### src/dwe_pkg.sv
`timescale 1ns / 1ps
`default_nettype none

package dwe_pkg;

  localparam int EnergyBits  = 41;
  localparam int CfgDataBits = 11;
  localparam int CfgIdxBits  = 2;
  localparam int DecimBits   = 8;

  localparam int WinLenReset = 1024;
  localparam logic [DecimBits-1:0] DecimStepReset   = 8'd1;
  localparam logic [DecimBits-1:0] DecimOffsetReset = 8'd0;

  typedef enum logic [CfgIdxBits-1:0] {
    RegWindowLength = 2'd0,
    RegDecimStep    = 2'd1,
    RegDecimOffset  = 2'd2
  } cfg_reg_e;

  // per-item decision from the decimator
  typedef struct packed {
    logic accept;     // sample enters the window
    logic old_valid;  // slot being replaced was written since the last clear
  } dec_ctl_t;

endpackage

`default_nettype wire

### src/dwe_energy.sv
`timescale 1ns / 1ps
`default_nettype none

module dwe_energy #(
  parameter int SAMPLE_BITS = 16
) (
  input  wire logic                              clk_i,
  input  wire logic                              rst_ni,
  input  wire logic                              adv_i,
  input  wire logic                              clear_i,
  input  wire logic                              valid_i,
  input  wire dwe_pkg::dec_ctl_t                 ctl_i,
  input  wire logic signed [SAMPLE_BITS-1:0]     new_sample_i,
  input  wire logic signed [SAMPLE_BITS-1:0]     old_sample_i,
  output logic                                   valid_o,
  output logic                                   accepted_o,
  output logic [dwe_pkg::EnergyBits-1:0]         energy_o
);

  localparam int EBits = dwe_pkg::EnergyBits;

  logic signed [2*SAMPLE_BITS-1:0] prod_new, prod_old;
  logic [EBits-1:0]                sq_new_q, sq_old_q;
  logic                            s2_valid_q, s2_acc_q;
  logic                            out_valid_q, accepted_q;
  logic [EBits-1:0]                energy_q, energy_d;

  assign prod_new = new_sample_i * new_sample_i;
  assign prod_old = old_sample_i * old_sample_i;

  always_ff @(posedge clk_i) begin
    if (adv_i) begin
      sq_new_q <= EBits'($unsigned(prod_new));
      sq_old_q <= ctl_i.old_valid ? EBits'($unsigned(prod_old)) : '0;
    end
  end

  always_comb begin
    energy_d = energy_q;
    if (clear_i) begin
      energy_d = '0;
    end else if (adv_i && s2_valid_q && s2_acc_q) begin
      energy_d = energy_q + sq_new_q - sq_old_q;
    end
  end

  always_ff @(posedge clk_i or negedge rst_ni) begin
    if (!rst_ni) begin
      s2_valid_q  <= 1'b0;
      s2_acc_q    <= 1'b0;
      out_valid_q <= 1'b0;
      accepted_q  <= 1'b0;
      energy_q    <= '0;
    end else begin
      energy_q <= energy_d;
      if (adv_i) begin
        s2_valid_q  <= valid_i;
        s2_acc_q    <= valid_i & ctl_i.accept;
        out_valid_q <= s2_valid_q;
        if (s2_valid_q) begin
          accepted_q <= s2_acc_q;
        end
      end
    end
  end

  assign valid_o    = out_valid_q;
  assign accepted_o = accepted_q;
  assign energy_o   = energy_q;

endmodule

`default_nettype wire

### config.mk
export PLATFORM = sky130hd
export DESIGN_NAME = dwe_energy
export DESIGN_NICKNAME = d
export VERILOG_FILES = /design/src/dwe_pkg.sv /design/src/dwe_energy.sv
export SDC_FILE = /design/constraint.sdc
export NUM_CORES = 1
export LEC_CHECK = 0
export BUFFER_PORTS_ARGS = -buffer_cell sky130_fd_sc_hd__buf_2
export CAP_MARGIN = 10
export CELL_PAD_IN_SITES_DETAIL_PLACEMENT = 0
export CELL_PAD_IN_SITES_GLOBAL_PLACEMENT = 2
export CORE_MARGIN = 2
export CORE_UTILIZATION = 42
export CTS_CLUSTER_SIZE = 24
export DETAILED_ROUTE_END_ITERATION = 8
export PLACE_DENSITY_LB_ADDON = 0.1
export SLEW_MARGIN = 20
export SYNTH_ARGS = -nofsm -noshare
export SYNTH_HDL_FRONTEND = slang
export SYNTH_SLANG_ARGS = --single-unit
### constraint.sdc
create_clock -name clk_i -period 3.9 [get_ports clk_i]
set_clock_uncertainty 0.1 [all_clocks]
set_input_delay 0.195 -clock clk_i [delete_from_list [all_inputs] [get_ports clk_i]]
set_output_delay 0.195 -clock clk_i [all_outputs]
set_load 0.01 [all_outputs]
==> results.yml <==
routing:
  drt_iter0_drc: 822
  drc_errors: 0
  drt.antenna.violating_nets: 0
  routed_wl_mm: 62.3
  firstDrtPassIters: 5
  wire_per_inst_microns: 15.8
  dr_total_vias: 18800
  avgViaCountPerCell: 4.77
finish:
  nNetsFinal: 3945
  drive_gt1_frac: 0.304
  syn_to_final_growth_pct: 31.2
sta:
  final-setup-viol-count: 49
  slew_headroom: 0.331
  clock.fmax_mhz: 175
  final.setup.worst_slack_ps: -1800
  finalMaxSlewViolations: 0
  finalHoldViolCount: 0
  tightest_slew_ps: 1000
  rsz0062_at_grt: "true"
  min_period_over_period: 1.46
  finalCriticalPeriod_ps: 5700
global_routing:
  grt_pass1_wl_mm: 105
  grt_remaining_overflow: 0
  grt_max_degree: 67
  grt_use_total: 0.217
  antenna_found_initial: 1
  first_global_vias: 20700
synthesis:
  synthTopCellsByCount: "786 x inv_1, 502 x fa_1, 227 x nand2_1"
  yosys.area.top_type: "fa_1"
  syn_nets: 3430
  synth-edff-count: 62
  ys_async_sr_fraction: 0.421
  netlist_area_sq_um: 24700
  yosysSeqAreaShare: 0.121
  synth_most_common_cell: "inv_1"
  ys_seq_elements: 107
  syn_area_per_cell_sq_um: 9.25
  yosysWarnings: 0
  yosys.cell_types.count: 71
  synth_area_leaders: "fa_1 41%, inv_1 12%, ha_1 11%"
  ys.flop_type: "edfxtp_1"
  syn_inst: 2666
  netlist.area_leader.share: 0.407
cts:
  insertion_delay_ps: 360
  cts_buffers: 9
  htreeDepth: 3
  path_clk_slew_ps: 80
  clk_path_buf_depth: 2
  cts_tree: "done"
  clock-sinks: 107
  cts-root-buf: "clkbuf_16"
worst_setup_path:
  critical_path.slowest_cell: "fa_2"
  worstSetupPathType: "in -> reg"
  worst_r2r_path_depth: 15
  start_kind: "input pin"
  crit_required_ps: 4000
  cp-end-kind: "register"
  worstPathCellList: "buf_12 > clkinvlp_4 > nor2_4 > fa_2 > fa_1 > fa_1 > fa_1 > fa_1 > inv_1 > fa_1 > inv_2 > ha_4 > or2_4 > a21oi_2 > a21oi_2 > o31a_1 > o21a_1 > o21a_1 > a311o_1 > a41oi_2 > mux2i_1"
  cpMostUsedCell: "fa_1"
  reg2reg_to: "energy_o[40]$_DFFE_PN0P_"
  max_stage_delay_ps: 630
  crit_arrival_ps: 5810
  cp-endpoint: "sq_old_q[30]$_SDFFCE_PN0P_"
  path_max_fanout: 4
  r2r-start: "energy_o[3]$_DFFE_PN0P_"
  ff2ff_setup_slack_ps: 130
  worstSetupStartpoint: "old_sample_i[3]"
placed_design:
  portBuffers: 81
  dp_slack_ps: -2350
  gp_congestion: 0.859
  hpwl_mm: 53.3
floorplan:
  ioPinCount: 82
  die_width_microns: 246
  die_area_sq_um: 60700
  rows: 88
  core_area_sq_um: 57900
  initial_utilization: 0.426
  die_h_microns: 246
min_path:
  hold_path_depth: 3
  worstHoldPathType: "in -> reg"
outcome:
  status: "finished with violations"
  violations: "setup timing"
flow_run:
  cap_violations: 0
[worst max-delay path: cells and delay by family]
| kind | cells | cell delay [ps] |
|---|---|---|
| AOI/OAI and AO/OA | 7 | 1420 |
| buffers and inverters | 4 | 360 |
| muxes | 1 | 220 |
| adders and majority gates | 7 | 3310 |
| and+or+nand+nor | 2 | 300 |
[routing by layer]
metal,track usage,wire [microns],up-vias
li1,-,-,9035
met1,0.306,29200,9533
met2,0.373,30700,223
met3,0.0167,1670,43
met4,0.0326,755,0
met5,0,0,-
[area by class of cell]
cell class / instances / area [sq um]
multi-input combinational: 1705 / 20300
inverter: 789 / 3010
antenna: 1 / 2.50
sequential: 107 / 2990
clock buffer: 12 / 262
tap: 765 / 957
clock inverter: 4 / 30.0
fill: 5312 / 25600
timing repair buffer: 569 / 4840
[registers in the layout, summed over array words and instances, names as in the netlist]
name        cells
s2_valid_q      1
sq_new_q       31
s2_acc_q        1
accepted_o      1
valid_o         1
energy_o       41
sq_old_q       31
[repair_timing]
action	CTS	global route
setup buffers	41	30
gates resized for setup	324	150
endpoints found under the hold margin	47	0
cloned	3	0
pin swaps	178	114
hold buffers	3	0
setup endpoints to repair	55	62
[worst min path at each step]
stage	start	to	slack (ps)
final	adv_i	valid_o$_DFFE_PN0P_	140
after global routing	new_sample_i[0]	sq_new_q[0]$_DFFE_PP_	170
after CTS	adv_i	valid_o$_DFFE_PN0P_	120
after detailed placement	rst_ni	s2_valid_q$_DFFE_PN0P_	270
after global placement	rst_ni	energy_o[40]$_DFFE_PN0P_	260
after floorplan	rst_ni	accepted_o$_DFFE_PN0P_	-200
[logic make-up after synthesis]
group                    synth area share
AND/OR/NAND/NOR                     0.102
adder cells (fa/ha/maj)             0.521
multiplexers                      0.00335
XOR/XNOR                           0.0380
AO/OA/AOI/OAI                      0.0845
buffers and inverters               0.130
flip-flops                          0.121
[layout by cell type, fill, tap and decap left out, types with 49 or more instances in the layout]
master and instances:
inv_1 723, fa_1 475, buf_4 398, nand2_1 194, ha_1 175, nor2_1 102
buf_6 81, a21oi_1 68, xnor2_1 63, edfxtp_1 62, inv_2 56, buf_2 50
a21o_1 49
[metrics by stage]
stage	std cells	TNS, ps	hold slack, ps	util	instance area (sq um)
6_report	3952	-57120	139	0.559	32400
5_1_grt	3951	-65840	172	0.559	32400
4_1_cts	3925	-56900	121	0.544	31500
3_5_place_dp	3871	-88080	268	0.511	29600
3_3_place_gp	3871	-86620	264	0.511	29600
2_1_floorplan	2666	-59770	-201	-	25600
Power is left out: the tool's default activity adds up to more than one toggle a clock period on the data nets, which glitch-free logic cannot reach.
