$ cat src/dwe_pkg.sv
`timescale 1ns / 1ps
`default_nettype none

package dwe_pkg;

  localparam int EnergyBits  = 41;
  localparam int CfgDataBits = 11;
  localparam int CfgIdxBits  = 2;
  localparam int DecimBits   = 8;

  localparam int WinLenReset = 1024;
  localparam logic [DecimBits-1:0] DecimStepReset   = 8'd1;
  localparam logic [DecimBits-1:0] DecimOffsetReset = 8'd0;

  typedef enum logic [CfgIdxBits-1:0] {
    RegWindowLength = 2'd0,
    RegDecimStep    = 2'd1,
    RegDecimOffset  = 2'd2
  } cfg_reg_e;

  // per-item decision from the decimator
  typedef struct packed {
    logic accept;     // sample enters the window
    logic old_valid;  // slot being replaced was written since the last clear
  } dec_ctl_t;

endpackage

`default_nettype wire

$ cat src/dwe_decim.sv
`timescale 1ns / 1ps
`default_nettype none

module dwe_decim #(
  parameter int MAX_WINDOW = 1024
) (
  input  wire logic                             clk_i,
  input  wire logic                             rst_ni,
  input  wire logic                             fire_i,
  input  wire logic                             block_start_i,
  input  wire logic                             clear_i,
  input  wire logic [$clog2(MAX_WINDOW+1)-1:0]  eff_len_i,
  input  wire logic [dwe_pkg::DecimBits-1:0]    step_i,
  input  wire logic [dwe_pkg::DecimBits-1:0]    offset_i,
  output dwe_pkg::dec_ctl_t                     ctl_o,
  output logic [$clog2(MAX_WINDOW)-1:0]         wr_ptr_o
);

  localparam int LenBits = $clog2(MAX_WINDOW + 1);
  localparam int PtrBits = $clog2(MAX_WINDOW);

  logic [dwe_pkg::DecimBits-1:0] skip_q, skip_d, skip_eff;
  logic [LenBits-1:0]            blk_q, blk_d, blk_eff;
  logic [PtrBits-1:0]            ptr_q, ptr_d;
  logic                          wrapped_q, wrapped_d;
  logic                          acc;
  logic [LenBits-1:0]            ptr_inc;

  always_comb begin
    skip_eff = block_start_i ? offset_i : skip_q;
    blk_eff  = block_start_i ? '0 : blk_q;
    acc      = 1'b0;
    skip_d   = skip_q;
    blk_d    = blk_q;
    if (fire_i) begin
      skip_d = skip_eff;
      blk_d  = blk_eff;
      if (blk_eff < eff_len_i) begin
        if (skip_eff == '0) begin
          acc    = 1'b1;
          blk_d  = blk_eff + LenBits'(1);
          skip_d = (step_i == '0) ? '0 : step_i - dwe_pkg::DecimBits'(1);
        end else begin
          skip_d = skip_eff - dwe_pkg::DecimBits'(1);
        end
      end
    end
  end

  // slots fill in order from zero, so a slot holds data once the pointer has wrapped
  assign ptr_inc = LenBits'(ptr_q) + LenBits'(1);

  always_comb begin
    ptr_d     = ptr_q;
    wrapped_d = wrapped_q;
    if (clear_i) begin
      ptr_d     = '0;
      wrapped_d = 1'b0;
    end else if (acc) begin
      if (ptr_inc >= eff_len_i) begin
        ptr_d     = '0;
        wrapped_d = 1'b1;
      end else begin
        ptr_d = ptr_inc[PtrBits-1:0];
      end
    end
  end

  always_ff @(posedge clk_i or negedge rst_ni) begin
    if (!rst_ni) begin
      skip_q    <= '0;
      blk_q     <= '0;
      ptr_q     <= '0;
      wrapped_q <= 1'b0;
    end else begin
      skip_q    <= skip_d;
      blk_q     <= blk_d;
      ptr_q     <= ptr_d;
      wrapped_q <= wrapped_d;
    end
  end

  assign ctl_o.accept    = acc;
  assign ctl_o.old_valid = wrapped_q;
  assign wr_ptr_o        = ptr_q;

endmodule

`default_nettype wire

$ cat config.mk
export PLATFORM = sky130hd
export DESIGN_NAME = dwe_decim
export DESIGN_NICKNAME = d
export VERILOG_FILES = /design/src/dwe_pkg.sv /design/src/dwe_decim.sv
export SDC_FILE = /design/constraint.sdc
export NUM_CORES = 1
export LEC_CHECK = 0
export ABC_AREA = 0
export BUFFER_PORTS_ARGS = -buffer_cell sky130_fd_sc_hd__buf_2
export CAP_MARGIN = 25
export CORE_MARGIN = 8
export CORE_UTILIZATION = 40
export DETAILED_ROUTE_END_ITERATION = 16
export PLACE_DENSITY = 0.65
export SLEW_MARGIN = 10
export SYNTH_ARGS = -nofsm -noshare
export SYNTH_HDL_FRONTEND = slang
export SYNTH_SLANG_ARGS = --single-unit
$ cat constraint.sdc
create_clock -name clk_i -period 3 [get_ports clk_i]
set_input_delay 0.15 -clock clk_i [delete_from_list [all_inputs] [get_ports clk_i]]
set_output_delay 0.15 -clock clk_i [all_outputs]
set_load 0.02 [all_outputs]
==> results of run 1 <==
timing repair:
action                                  in CTS  in global routing
hold buffers                                 1                  0
endpoints found under the setup margin       0                  3
gates resized for setup                      0                  2
hold endpoints to repair                    30                  0
power breakdown:
group          switching, mW  internal [mW]  leakage (nW)  total [mW]
Clock                  0.154          0.185        0.0482       0.339
Combinational          0.138          0.108          1.08       0.247
Sequential            0.0315          0.432         0.397       0.463
area by class of cell:
type                            instances  area [um2]  share of cell area [%]
Clock inverter                          1        5.00                   0.161
Sequential cell                        30         752                    24.2
Clock buffer                            7        86.3                    2.77
Tap cell                               80         100                    3.22
Inverter                               20        75.1                    2.41
Multi-Input combinational cell        253        1810                    58.1
Timing Repair Buffer                   52         285                    9.16
sequential cells by signal (all words and copies together) (netlist names):
name and cells:
blk_q 11, skip_q 8, wr_ptr_o 10, wrapped_q 1
placed cells by master (no fill, tap or decap), types with 8 or more instances in the layout:
master   count
a21oi_1     10
buf_2       43
buf_4        8
dfrtp_1     29
ha_1        25
inv_1       19
nand2_1     36
nand3_1      9
nor2_1      22
nor2b_1     13
o21ai_1     10
xnor2_1     12
xor2_1      12
per-stage QoR:
step,instance area [um2],setup slack (ps),util [%],std cells
final,3110,259,46.9,443
after global routing,3110,22.1,46.9,443
after CTS,3110,184,46.8,443
after detailed placement,3010,242,45.3,434
after global placement,3010,340,45.3,434
after floorplan,2700,173,-,314
worst min path at each step:
stage	start	to	slack (ps)	cells past startpoint
2_1_floorplan	rst_ni	blk_q[0]	-150	0
3_3_place_gp	rst_ni	wr_ptr_o[9]	240	1
6_report	clear_i	wrapped_q	100	2
5_1_grt	clear_i	wrapped_q	100	2
4_1_cts	clear_i	wrapped_q	90	2
3_5_place_dp	rst_ni	wr_ptr_o[7]	250	1
critical path, cell delays in order, from the launching register on:
cell,delay (ps)
dfrtp_1,420
ha_2,240
nand3_1,110
or2_1,300
xnor2_1,210
ha_1,280
and4_1,180
o21ai_0,80
o221a_2,210
o21ai_1,50
buf_4,180
or2_1,250
o2bb2ai_1,160
metal layers:
| layer | wire (um) | global-route usage [%] | up-vias |
|---|---|---|---|
| met2 | 3070 | 22.5 | 37 |
| li1 | - | - | 1220 |
| met3 | 193 | 2.92 | 6 |
| met5 | 0 | 0 | - |
| met1 | 3250 | 17.6 | 1142 |
| met4 | 71 | 3.96 | 0 |
cell families (layout without fill, tap and decap cells):
family / count (synthesis) / count (layout) / share of synthesized area [%]
AOI/OAI and AO/OA: 65 / 65 / 17.4
and+or+nand+nor: 127 / 127 / 25.4
DFF: 30 / 30 / 27.8
muxes: 11 / 11 / 4.27
xor gates and xnor gates: 24 / 24 / 7.79
adders and majority gates: 26 / 26 / 12.1
buffers and inverters: 31 / 80 / 5.19
==> summary.txt, run 1 <==
Outcome
  – Status: finished, final reports clean

Synthesis
  – Commonest cells in the netlist: nand2_1 (36), dfrtp_1 (30), ha_1 (26), nor2_1 (22), inv_1 (19)
  – Post-synth EDFFs: 0
  – Ys async rst share: 100%
  – Netlist cell types: 56
  – Dominant cells by area after synthesis: dfrtp_1 (28%), ha_1 (12%), nand2_1 (5.0%)
  – Post-Syn Instances: 314
  – Top-area cell type share of the netlist area: 27.8%
  – Primary FF master, synth: dfrtp_1
  – Synthesized net count: ~370
  – Seq cells post-synth: 30
  – Syn Area/Cell: 8.59 um2
  – Synth warnings: 0
  – Synthesized cell area: 2700 um2
  – Most frequent cell after synthesis: nand2_1
  – Post-synthesis sequential area ratio: approximately 28%
  – Post-synth top area cell: dfrtp_1

Worst setup path
  – RR Startpoint: wr_ptr_o[1]
  – Crit-path max FO: 12
  – R2R depth: 12
  – CP startpoint: wr_ptr_o[1]
  – Worst EP required: 3210 ps
  – Worst Setup End Kind: flop
  – R2R Setup Slk: between 200 and 300 ps
  – Setup CP Type: flop to flop
  – R2r endpoint: wr_ptr_o[5]
  – CP startpoint kind: flop
  – Arrival @ worst endpoint: around 3000 ps
  – CP endpoint: wr_ptr_o[5]

Cells and area
  – Share of cells above drive strength 1: 20.9%
  – # fillers: 680
  – Antenna fix cells: 0
  – Final-stage net count: 420
  – Syn-to-layout area delta: 15.4%

Routing
  – Number of DRC markers in iteration 0: around 120
  – Vias per cell: 5.43
  – Routed length per instance: 14.9 um
  – First-pass detailed-route iteration total: 4
  – Post-Route WL: 6590 um
  – Post-route ant nets: 0
  – DRC Markers: 0
  – Detailed-route via count: 2,405

CTS
  – CTS tree: yes
  – Total clock sinks: 30
  – H-tree Lvls: 2
  – Setup Buffers After CTS: 0
  – Root buffer cell: clkbuf_8
  – TritonCTS Buffers: 5
  – Reg clk slew, reported paths: 60 ps
  – Clock Path Buffers: 2
  – Skew-Pair Late Insertion Delay: approximately 280 ps

Pwr
  – PD cells: 337 nW/um2
  – VDD IR max: ~0.00013 V
  – Pleak: 1.53 nW
  – Total power: 1.05 mW

Floorplanning
  – Die X: 98.1 um
  – Top-Level Pins: 44
  – Die area: around 9600 um2
  – Die extent in y: 98.1 um
  – Starting Density: 40.6%
  – Core Rows: 30
  – Core Region: 6640 um2

Placement
  – GP Congestion: roughly 0.86
  – Post-detail-place hpwl: just over 5000 um
  – Port buffer count: 43

Global routing
  – Vias in the first global route: 2,304
  – GRT overflow: 0
  – Initial antenna violation count: 0
  – First-pass GRT wire length: roughly 11,000 um
  – Largest net degree at the start of global routing: 31
  – GRT Util Overall: 13.7%

STA
  – Final Hold Vio Count: 0
  – Worst Tran Pin Value: just over 700 ps
  – Worst hold slack: 97.2 ps
  – Final Max Tran Viols: 0
  – RSZ-0062 raised after global routing: false
  – Slew HR: 52.9%
  – Clk_skew: 4.37 ps
  – Final period util: 91.4%
  – Max Freq: around 360 MHz
  – Setup violators final: 0
  – Period minus WS final: between 2000 and 3000 ps
  – Setup tns final: 0 ps

Hold path
  – HP Class: primary input to flop

Run
  – MaxCap Viol Count: 0
Power figures use the tool's default switching activity.
==> inputs of run 2 (changes only) <==
Settings changed: CELL_PAD_IN_SITES_DETAIL_PLACEMENT set to 1, CELL_PAD_IN_SITES_GLOBAL_PLACEMENT set to 1, PLACE_DENSITY 0.65 to 0.81.
==> summary.txt, run 2 (synthesis gave the netlist of run 1 again) <==
STA
  – Final period util: 94.4% (+3.1 points)
  – Setup tns final: 0 ps (unchanged)
  – RSZ-0062 raised after global routing: false
  – Worst Tran Pin Value: 733 ps (+27.1 ps)
  – Final Max Tran Viols: 0 (unchanged)
  – Clk_skew: 2.67 ps (-1.70 ps)
  – Final setup margin: 167 ps (-91.6 ps)
  – Max Freq: 353 MHz (-3.2%)
  – Period minus WS final: 2830 ps (+91.6 ps)
  – Setup violators final: 0 (unchanged)
  – Slew HR: 51.1% (-1.8 points)
  – Final Hold Vio Count: 0 (unchanged)

CTS
  – Skew-Pair Late Insertion Delay: 290 ps (about the same)
  – H-tree Lvls: 2 (unchanged)
  – Clock Path Buffers: 2 (unchanged)
  – Reg clk slew, reported paths: 70 ps (about the same)
  – Post-CTS resize count: 0 (unchanged)
  – Total clock sinks: 30 (unchanged)
  – CTS tree: yes
  – TritonCTS Buffers: 5 (unchanged)
  – Root buffer cell: clkbuf_8

Routing
  – Routed length per instance: 16.9 um (+13%)
  – Post-route ant nets: 0 (unchanged)
  – Detailed-route via count: 2,492 (+3.6%)
  – Vias per cell: 5.64 (+3.9%)
  – DRC Markers: 0 (unchanged)
  – First-pass detailed-route iteration total: 4 (unchanged)
  – Post-Route WL: 7450 um (+13%)
  – Number of DRC markers in iteration 0: 122 (+5.2%)

Worst setup path
  – Critical Path, Cell by Cell: ha_1, nand3_1, or2_1, xnor2_1, ha_1, and4_1, o21ai_0, o221a_2, o21ai_1, buf_4, or2_1, o2bb2ai_1
  – Worst Setup End Kind: flop
  – CP startpoint kind: flop
  – R2R Setup Slk: 170 ps (-90 ps)
  – Setup CP Type: flop to flop
  – Crit-path max FO: 12 (unchanged)
  – Arrival @ worst endpoint: 3050 ps (+100 ps)
  – Slowest cell on the critical path: dfrtp_1
  – Worst EP required: 3220 ps (about the same)
  – Crit path largest cell delay: 460 ps (+40 ps)

Cells and area
  – Largest register FFs: 11 (unchanged)
  – Share of cells above drive strength 1: 20.4% (-0.49 points)
  – Most common cell after layout, fill and taps aside: buf_2
  – Final-stage net count: 419 (-0.24%)
  – # fillers: 809 (+19%)
  – Post-route cell area: 3130 um2 (+0.64%)
  – Antenna fix cells: 0 (unchanged)
  – Syn-to-layout area delta: 16.1%
  – Final std cells w/o fill: 442 (-0.23%)
  – Largest Register: blk_q
  – Commonest non-fill, non-tap cells in the layout: buf_2 (43), nand2_1 (36), dfrtp_1 (30), ha_1 (26), nor2_1 (22)

Placement
  – Post-detail-place hpwl: 5990 um (+16%)
  – GP Congestion: 0.842 (-1.5%)
  – Inst Count DP: 433 (-0.23%)
  – Port buffer count: 43 (unchanged)
  – Place WS: 175 ps (-66.9 ps)
  – Placed Instance Area: 3010 um2 (+0.17%)

Floorplanning
  – Core Region: 6640 um2 (unchanged)
  – Starting Density: 40.6% (unchanged)
  – Top-Level Pins: 44 (unchanged)
  – Die X: 98.1 um (unchanged)
  – Die area: 9630 um2 (unchanged)
  – Core Rows: 30 (unchanged)
  – Die extent in y: 98.1 um (unchanged)

Global routing
  – Initial antenna violation count: 0 (unchanged)
  – GRT overflow: 0 (unchanged)
  – Vias in the first global route: 2,653 (+15%)
  – Largest net degree at the start of global routing: 31 (unchanged)
  – GRT Util Overall: 16.0% (+2.2 points)
  – First-pass GRT wire length: 12,700 um (+17%)

Pwr
  – PD cells: 354 nW/um2 (+5.2%)
  – VDD IR max: 0.000236 V (+78%)
  – Pleak: 1.54 nW (+0.96%)

Run
  – MaxCap Viol Count: 0 (unchanged)

Hold path
  – HP Class: primary input to flop

Outcome
  – Status: finished, final reports clean
[run 2: final timing paths]
kind	endpoint	from	cells after the start
max in group asynchronous	blk_q[10]	rst_ni	2
setup reg to reg	wr_ptr_o[2]	wr_ptr_o[0]	12
min in group asynchronous	wr_ptr_o[4]	rst_ni	2
hold / removal	wrapped_q	clear_i	2
hold reg to reg	skip_q[7]	skip_q[7]	1
setup / recovery	wr_ptr_o[2]	wr_ptr_o[0]	12
[run 2: cell type report]
cell class	count	area, um2	area share (%)
Tap cell	80	100	3.19
Timing Repair Buffer	51	290	9.27
Inverter	20	75.1	2.40
Multi-Input combinational cell	253	1810	57.7
Clock buffer	8	110	3.51
Sequential cell	30	751	24.0
[run 2: critical path, delay by kind of cell, from the launching register on]
kind	cells	cell delay (ps)
buffers and inverters	1	190
AOI/OAI and AO/OA	4	500
xor gates and xnor gates	1	210
adders and majority gates	2	540
DFF	1	460
and+or+nand+nor	4	860
[run 2: what timing repair did]
item	CTS	global route
hold buffers	1	0
hold endpoints to repair	30	0
setup buffers	0	0
[run 2: stage by stage]
step / hold slack (ps) / total power [mW] / util, %
after floorplan: -146 / 0.625 / -
after global placement: 244 / 0.708 / 45.3
after detailed placement: 246 / 0.720 / 45.3
after CTS: 84.8 / 1.12 / 47.2
after global routing: 90.0 / 1.17 / 47.2
final: 90.6 / 1.11 / 47.2
[run 2: where the power goes]
part	internal [mW]	leakage, nW	total [mW]	switching, mW
Sequential	0.431	0.398	0.463	0.0319
Clock	0.232	0.0575	0.395	0.164
Combinational	0.109	1.08	0.252	0.142
Total	0.772	1.54	1.11	0.338
[run 2: per-layer routing]
layer  vias up  share of wire, %  track usage, %
li1       1218                 -               -
met5         -                 0               0
met3        13               4.8            4.13
met2        43                46            25.4
met4         0               1.5            4.56
met1      1218                47            20.6
==> inputs of run 3 (changes only) <==
Settings changed: REMOVE_ABC_BUFFERS set to 1.
==> summary.txt, run 3 (synthesis gave the netlist of run 1 again) <==
Outcome
  – Status: finished, final reports clean

Cells and area
  – Largest register FFs: 11 (unchanged)
  – # fillers: 831 (+2.7%)
  – Commonest non-fill, non-tap cells in the layout: buf_2 (43), nand2_1 (36), dfrtp_1 (29), ha_1 (26), nor2_1 (22)
  – Largest Register: blk_q
  – Syn-to-layout area delta: 15.3%
  – Antenna fix cells: 0 (unchanged)
  – Most common cell after layout, fill and taps aside: buf_2
  – Final-stage net count: 420 (+0.24%)
  – Post-route cell area: 3110 um2 (-0.72%)
  – Share of cells above drive strength 1: 20.7% (+0.22 points)

Global routing
  – GRT overflow: 0 (unchanged)
  – Largest net degree at the start of global routing: 31 (unchanged)
  – Initial antenna violation count: 0 (unchanged)
  – First-pass GRT wire length: 12,800 um (+0.81%)
  – GRT Util Overall: 16.2% (+0.24 points)
  – Vias in the first global route: 2,712 (+2.2%)

STA
  – Setup violators final: 0 (unchanged)
  – Worst hold slack: 114 ps (+23.9 ps)
  – Final Hold Vio Count: 0 (unchanged)
  – Worst Tran Pin Value: 715 ps (-17.8 ps)
  – Period minus WS final: 2770 ps (-60.0 ps)
  – Slew HR: 52.3% (+1.2 points)
  – Max Freq: 361 MHz (+2.2%)
  – Final Max Tran Viols: 0 (unchanged)
  – Final period util: 92.4% (-2.0 points)
  – RSZ-0062 raised after global routing: false
  – Setup tns final: 0 ps (unchanged)
  – Clk_skew: 10.1 ps (+7.44 ps)

Worst setup path
  – Crit-path max FO: 12 (unchanged)
  – Setup CP Type: flop to flop
  – Worst Setup End Kind: flop
  – CP startpoint kind: flop
  – Slowest cell on the critical path: dfrtp_2
  – Crit path largest cell delay: 430 ps (-30 ps)
  – R2R Setup Slk: 230 ps (+60 ps)
  – Worst EP required: 3180 ps (-40 ps)
  – Delay-heaviest family, CP: simple AND/OR/NAND/NOR gates
  – Arrival @ worst endpoint: 2950 ps (-100 ps)
  – Buffers plus inverters on the worst setup path: 1 (unchanged)
  – Critical Path, Cell by Cell: ha_1, nand3_1, or2_1, xnor2_1, ha_1, and4_1, o21ai_0, o221a_2, o21ai_1, buf_4, or2_1, o2bb2ai_1

Routing
  – Detailed-route via count: 2,488 (-0.16%)
  – Post-Route WL: 7470 um (+0.30%)
  – Vias per cell: 5.62 (-0.39%)
  – Number of DRC markers in iteration 0: 47 (-61%)
  – Routed length per instance: 16.9 um (about the same)
  – DRC Markers: 0 (unchanged)
  – Post-route ant nets: 0 (unchanged)
  – First-pass detailed-route iteration total: 4 (unchanged)

Floorplanning
  – Core Region: 6640 um2 (unchanged)
  – Die extent in y: 98.1 um (unchanged)
  – Core Rows: 30 (unchanged)
  – Top-Level Pins: 44 (unchanged)
  – Die area: 9630 um2 (unchanged)
  – Starting Density: 40.6% (unchanged)
  – Die X: 98.1 um (unchanged)

CTS
  – Root buffer cell: clkbuf_8
  – Skew-Pair Late Insertion Delay: 290 ps (about the same)
  – Reg clk slew, reported paths: 80 ps (about the same)
  – CTS tree: yes
  – Clock Path Buffers: 2 (unchanged)
  – H-tree Lvls: 2 (unchanged)
  – TritonCTS Buffers: 5 (unchanged)
  – Total clock sinks: 30 (unchanged)

Placement
  – Placed Instance Area: 3010 um2 (-0.17%)
  – Post-detail-place hpwl: 5940 um (-0.71%)
  – GP Congestion: 0.894 (+6.2%)
  – Port buffer count: 43 (unchanged)

Pwr
  – VDD IR max: 0.000180 V (-24%)
  – PD cells: 342 nW/um2 (-3.5%)
  – Pleak: 1.53 nW (-0.84%)
  – Total power: 1.06 mW (-4.2%)

Run
  – MaxCap Viol Count: 0 (unchanged)

Hold path
  – HP Class: primary input to flop
[run 3: repair_timing]
item,4_1_cts,5_1_grt
hold buffers,1,0
setup endpoints to repair,0,8
gates resized for setup,0,1
buffers inserted,0,0
hold endpoints to repair,30,0
[run 3: final timing paths]
path | from | depth (start not counted) | endpoint
setup / recovery | wr_ptr_o[0] | 12 | wr_ptr_o[5]
hold / removal | clear_i | 2 | wrapped_q
setup reg to reg | wr_ptr_o[0] | 12 | wr_ptr_o[5]
hold reg to reg | skip_q[7] | 1 | skip_q[7]
max in group asynchronous | rst_ni | 2 | wr_ptr_o[0]
min in group asynchronous | rst_ni | 2 | wr_ptr_o[2]
[run 3: per-layer routing]
layer  track usage, %  vias up  part of all wire, %
li1                 -     1217                    -
met2             29.4       51                   50
met5                0        -                    0
met3             3.27       10                  4.2
met1             18.3     1210                   45
met4             5.52        0                 0.92
[run 3: stage by stage]
step           utilization (%)  setup WS (ps)  cells
6_report                  46.8            227    443
5_1_grt                   46.8           10.7    443
4_1_cts                   46.8            144    443
3_5_place_dp              45.3            159    434
3_3_place_gp              45.3            214    434
2_1_floorplan                -            159    303
[run 3: area by class of cell]
| cell class | count | area [um2] | area share [%] |
|---|---|---|---|
| multi-input combinational | 253 | 1810 | 58.1 |
| clock inverter | 1 | 5.00 | 0.161 |
| clock buffer | 7 | 86.3 | 2.78 |
| inverter | 20 | 75.1 | 2.41 |
| timing repair buffer | 52 | 285 | 9.17 |
| sequential | 30 | 752 | 24.2 |
| tap | 80 | 100 | 3.22 |
[run 3: power by group]
| group | switching, mW | internal, mW | total, mW |
|---|---|---|---|
| registers | 0.0329 | 0.431 | 0.464 |
| logic | 0.143 | 0.108 | 0.251 |
| clock network | 0.164 | 0.185 | 0.349 |
